==> src/hdl/fecw_sqrt.sv <==
// ----------------------------------------------------------------------------
// fecw_sqrt - pipelined integer square root
// one root bit per stage, floor result
// ----------------------------------------------------------------------------
module fecw_sqrt #(
  parameter int RW = 33
) (
  input  logic            clk,
  input  logic            en,
  input  logic [2*RW-1:0] val,
  output logic [RW-1:0]   root
);

  logic [RW+2:0]   rem  [RW+1];
  logic [RW-1:0]   rt   [RW+1];
  logic [2*RW-1:0] rest [RW+1];
  logic [RW+2:0]   tr   [RW];
  logic [RW+2:0]   trial[RW];
  logic            take [RW];

  always_comb begin
    for (int k = 0; k < RW; k++) begin
      tr[k]    = {rem[k][RW:0], rest[k][2*RW-1 -: 2]};
      trial[k] = {1'b0, rt[k], 2'b01};
      take[k]  = tr[k] >= trial[k];
    end
  end

  always_ff @(posedge clk) begin
    if (en) begin
      rem[0]  <= '0;
      rt[0]   <= '0;
      rest[0] <= val;
      for (int k = 0; k < RW; k++) begin
        rem[k+1]  <= take[k] ? tr[k] - trial[k] : tr[k];
        rt[k+1]   <= {rt[k][RW-2:0], take[k]};
        rest[k+1] <= rest[k] << 2;
      end
    end
  end

  assign root = rt[RW];

endmodule

==> config.mk <==
export PLATFORM = sky130hd
export DESIGN_NAME = fecw_sqrt
export DESIGN_NICKNAME = d
export VERILOG_FILES = /design/src/hdl/fecw_sqrt.sv
export SDC_FILE = /design/constraint.sdc
export NUM_CORES = 2
export LEC_CHECK = 0
export ABC_AREA = 0
export BUFFER_PORTS_ARGS = -buffer_cell sky130_fd_sc_hd__buf_4
export CORE_ASPECT_RATIO = 1.75
export CORE_MARGIN = 2
export CORE_UTILIZATION = 64
export DETAILED_ROUTE_END_ITERATION = 16
export PLACE_DENSITY_LB_ADDON = 0.05
export RECOVER_POWER = 25
export SLEW_MARGIN = 20
export SYNTH_ARGS = -nofsm -noshare
export SYNTH_HDL_FRONTEND = slang
export SYNTH_MEMORY_MAX_BITS = 65536
export SYNTH_SLANG_ARGS = --single-unit
==> constraint.sdc <==
create_clock -name clk -period 4.9 [get_ports clk]
set_clock_uncertainty 0.05 [all_clocks]
set_input_delay 0.245 -clock clk [delete_from_list [all_inputs] [get_ports clk]]
set_output_delay 0.245 -clock clk [all_outputs]
set_load 0.02 [all_outputs]
## Word-level counts from Yosys, hierarchy flattened

Memories as Yosys holds them, arrays and structs flattened.
Cells that the tools add are included.

| word-level totals | value |
|---|---|
| flip-flop bits (word level) | 0 |
| RAM bits | 4590 |
| bits of input ports | 68 |
| output and inout bits | 33 |
| word-level logic and storage cells | 104 |
| memories kept | 3 |

Memory list:

| name | depth | width | read ports | clocked after memory_dff | write ports | RTL line | source |
|---|---|---|---|---|---|---|---|
| rest | 34 | 66 | 33 | 0 | 34 | 16 | `logic [2*RW-1:0] rest [RW+1];` |
| rem | 34 | 36 | 33 | 0 | 34 | 14 | `logic [RW+2:0] rem [RW+1];` |
| rt | 34 | 33 | 34 | 0 | 34 | 15 | `logic [RW-1:0] rt [RW+1];` |

| operators by class | value |
|---|---|
| $add $sub $neg | 33 |
| magnitude comparators | 33 |
| muxes and demuxes | 35 |

Operators by type and width:

| kind | number |
|---|---|
| 36-bit by 35-bit greater-or-equal comparator with 1-bit output | 33 |
| 36-bit 2-to-1 mux | 33 |
| 36-bit by 35-bit subtractor with 36-bit output | 33 |
| 1-bit 2-to-1 mux | 2 |

## Longest topological paths before layout

An unclocked memory read counts as a cell.

| logic depth | value |
|---|---|
| word-level depth | 3 |
| gate-level depth with buffers | 15 |
| mapped depth without buffers | 13 |

## Least setup slack after synthesis

Ideal clock, no wire load.

| timing path | value |
|---|---|
| path kind | reg2reg |
| start point | mem rem[13][23] (netlist name) |
| end point | mem rem[14][33] (netlist name) (data pin) |
| setup time | 0.271 ns |
| arrival | 3.256 ns |
| required time | 4.579 ns |
| path slack | 1.323 ns |
| stages on the path, launching flop included | 12 |
| path buffers | 1 |
| clock period less this slack | 3.577 ns |
| path through | edfxtp_1 or4_1 or3_1 or3_1 or4_1 or3_1 nor3_4 or4_1 or3_1 buf_4 nor4_1 xor2_1 |

RTL lines:

| element | RTL line |
|---|---|
| from (decl) | 14 |

==> out/qor.csv <==
stage,metric,value,unit
status,status,finished clean,
die,chipWidth,338,microns
timing,slew_violations,0,
pwr,pwr-share-comb,0.215,
synthesis,synth_area_per_cell,13.1,sq um
pwr,p_clk_frac,0.290,
pwr,power_frac_seq,0.495,
die,ios,101,
clock_tree,cts-root-buf,clkbuf_16,
clock_tree,tritoncts,done,
synthesis,synth_fp_nets,10211,
clock_tree,cts.path.max_buffers,4,
clock_tree,insertion_delay,0.91,ns
finish,nets,10582,
pwr,ir_drop,0.408,mV
pwr,p_int,45.0,mW
timing,post-route-period-util,0.881,
die,die_h,588,microns
worst_hold_path,whs_path_depth,2,
timing,fin_crit,4.32,ns
pwr,pwr_density_cell,462,nW/um^2
die,num_rows,214,
clock_tree,htreeDepth,4,
critical_path,cp-end-kind,register,
timing,fmaxAchievable,232,MHz
timing,timing.hold.ws,0.0607,ns
timing,grt_setup_unrepaired,no,
route,via_per_inst,5.97,
placed_design,portBuffers,100,
job,maxCapViolations,0,
critical_path,r2r_start,rem[27][1]$_DFFE_PP_,
synthesis,yosysWarningCount,0,
pwr,leakage,52.7,nW
global_routing,grt_pass1_vias,77625,
timing,tightest_slew,1.03,ns
finish,layout-drive-gt1-share,0.0682,
die,core_area,194000,sq um
critical_path,worstSetupPathType,register to register,
pwr,power.share.switching,0.294,
pwr,power.net_switching,18.8,mW
global_routing,grt_max_degree,174,
critical_path,cp_data_required_time,5.39,ns
synthesis,synth_most_common_cell,edfxtp_1,
timing,tns,0,ns
global_routing,grt.total_usage,0.287,
die,initial_core_util,0.643,
placed_design,pre_cts_slack,0.665,ns
clock_tree,cts.sinks,2720,
critical_path,cp_data_arrival_time,4.80,ns
worst_hold_path,min_from,val[39],
synthesis,yosys.area.top_type,edfxtp_1,
synthesis,ys_seq_area_frac,0.654,
global_routing,antenna_found_initial,6,
clock_tree,path_clk_slew,0.07,ns
critical_path,worst_setup_path_start_kind,register,
die,dieArea,199000,sq um
critical_path,r2r-end,rem[28][8]$_DFFE_PP_,
placed_design,hpwl,204000,microns
clock_tree,cts_inserted_buffers,237,
synthesis,synth_cells,9547,
clock_tree,cts-resized-gates,0,
clock_tree,cts_setup_buffers,0,
placed_design,gp_congestion,0.957,
synthesis,synthTopCellsByCount,"edfxtp_1 (2720), inv_1 (752), nand2_1 (710)",
route,wire_per_inst,22.5,microns
route,drtPass1Iterations,8,
critical_path,cp_max_fo,29,
route,ant_nets,0,
critical_path,r2r_slack,0.58,ns
synthesis,synthArstFlopShare,0,
synthesis,netlist_area,125000,sq um
finish,fin_area,138000,sq um
route,routed_wl,286000,microns
timing,max-slew-margin-rel,0.303,
route,drt_iter0_drc,4933,
synthesis,ys_types,82,
finish,syn2layout_area_growth,10.5,%
global_routing,grt_pass1_wl,433000,microns
synthesis,ys.flop_type,edfxtp_1,
clock_tree,cts_hold_buf,111,
worst_hold_path,hp-class,input pin to register,
pwr,totalPowerFinal,63.8,mW
worst_hold_path,hold_path_end,rest[0][39]$_DFFE_PP_,
route,vias,75851,
global_routing,grt_overflow,0,
synthesis,synth-seq-cells,2720,
synthesis,synth_edf_count,2720,
critical_path,r2r_cells,12,
synthesis,yosys-top-cells-area,"edfxtp_1 (65%), ha_1 (6.0%), xor2_1 (3.2%)",
placed_design,placed_cell_area,129000,sq um
timing,postLayoutSetupSlackWorst,0.582,ns
synthesis,synth_top_cell_area_share,0.654,
route,drc,0,
timing,finalSetupViolCount,0,
timing,hold_viol,0,
[registers in the layout, summed over array words and instances (netlist names)]
signal and cells:
rem 1037, rest 1122, rt 561
[critical path, stage by stage, from the launching register on]
cell and delay, ns:
edfxtp_1 0.51, ha_1 0.43, o21a_1 0.20, o31a_1 0.13, o31ai_1 0.35, o21ai_0 0.13
buf_4 0.16, a31o_2 0.28, a41oi_1 0.22, o31a_1 0.37, inv_1 0.20, buf_4 0.28
a21oi_1 0.65
[cell type report]
type | instances | area, sq um
clock buffer | 274 | 6070
multi-input combinational | 5887 | 39700
inverter | 755 | 2830
sequential | 2720 | 81700
antenna | 4 | 10.0
timing repair buffer | 317 | 2950
clock inverter | 154 | 1450
fill | 13003 | 56200
tap | 2592 | 3240
[layout by cell type (no fill, tap or decap), drive strengths merged, types with 35 or more instances in the layout]
cell type	count
nor4	142
nand3	130
nor2b	91
and3	48
clkbuf	296
nor2	511
nand4	98
a31oi	42
xor2	460
clkinv	108
ha	596
or3	117
a21oi	569
buf	184
o21a	87
a21o	248
o31ai	70
mux2	67
or4	63
nand2	710
o21ai	592
inv	766
xnor2	421
o21bai	50
nand2b	122
or2	35
a211oi	48
nor3	219
dlygate4sd3	111
edfxtp	2720
[worst max-delay path by stage]
| stage | from | to | slack (ns) | cells past startpoint |
|---|---|---|---|---|
| finish | rem[27][1]$_DFFE_PP_ | rem[28][8]$_DFFE_PP_ | 0.58 | 12 |
| global route | rt[27][1]$_DFFE_PP_ | rem[28][3]$_DFFE_PP_ | 0.22 | 13 |
| CTS | rt[27][1]$_DFFE_PP_ | rem[28][8]$_DFFE_PP_ | 0.56 | 13 |
| detailed placement | rt[27][1]$_DFFE_PP_ | rem[28][8]$_DFFE_PP_ | 0.66 | 13 |
| global placement | rt[27][1]$_DFFE_PP_ | rem[28][8]$_DFFE_PP_ | 0.62 | 13 |
| floorplan | rem[13][23]$_DFFE_PP_ | rem[14][33]$_DFFE_PP_ | 1.32 | 11 |
[cells by family after synthesis]
group,Yosys count,synth area share
multiplexers,75,0.00668
other,1,0.0000300
AO/OA/AOI/OAI,1924,0.0939
AND/OR/NAND/NOR,2410,0.0953
adder cells (fa/ha/maj),596,0.0597
XOR/XNOR,881,0.0618
buffers and inverters,940,0.0284
flip-flops,2720,0.654
[layer usage]
layer | GRT usage | part of all wire
met5 | 0 | 0
met4 | 0.208 | 0.086
met3 | 0.0352 | 0.035
met2 | 0.551 | 0.55
met1 | 0.275 | 0.33
[power by group through the flow]
stage	clock [mW]	combinational [mW]	sequential [mW]
after global routing	19.7	15.1	31.8
final	18.5	13.7	31.6
after floorplan	0	9.70	30.9
after CTS	18.8	13.6	31.6
after global placement	0	13.2	31.9
after detailed placement	0	13.4	32.0
[per-stage QoR]
step	util	std cells
after detailed placement	0.666	12160
final	0.711	12703
after global placement	0.666	12160
after CTS	0.711	12699
after global routing	0.711	12700
after floorplan	-	9547
Note: power is estimated with default switching activity, not from simulation.
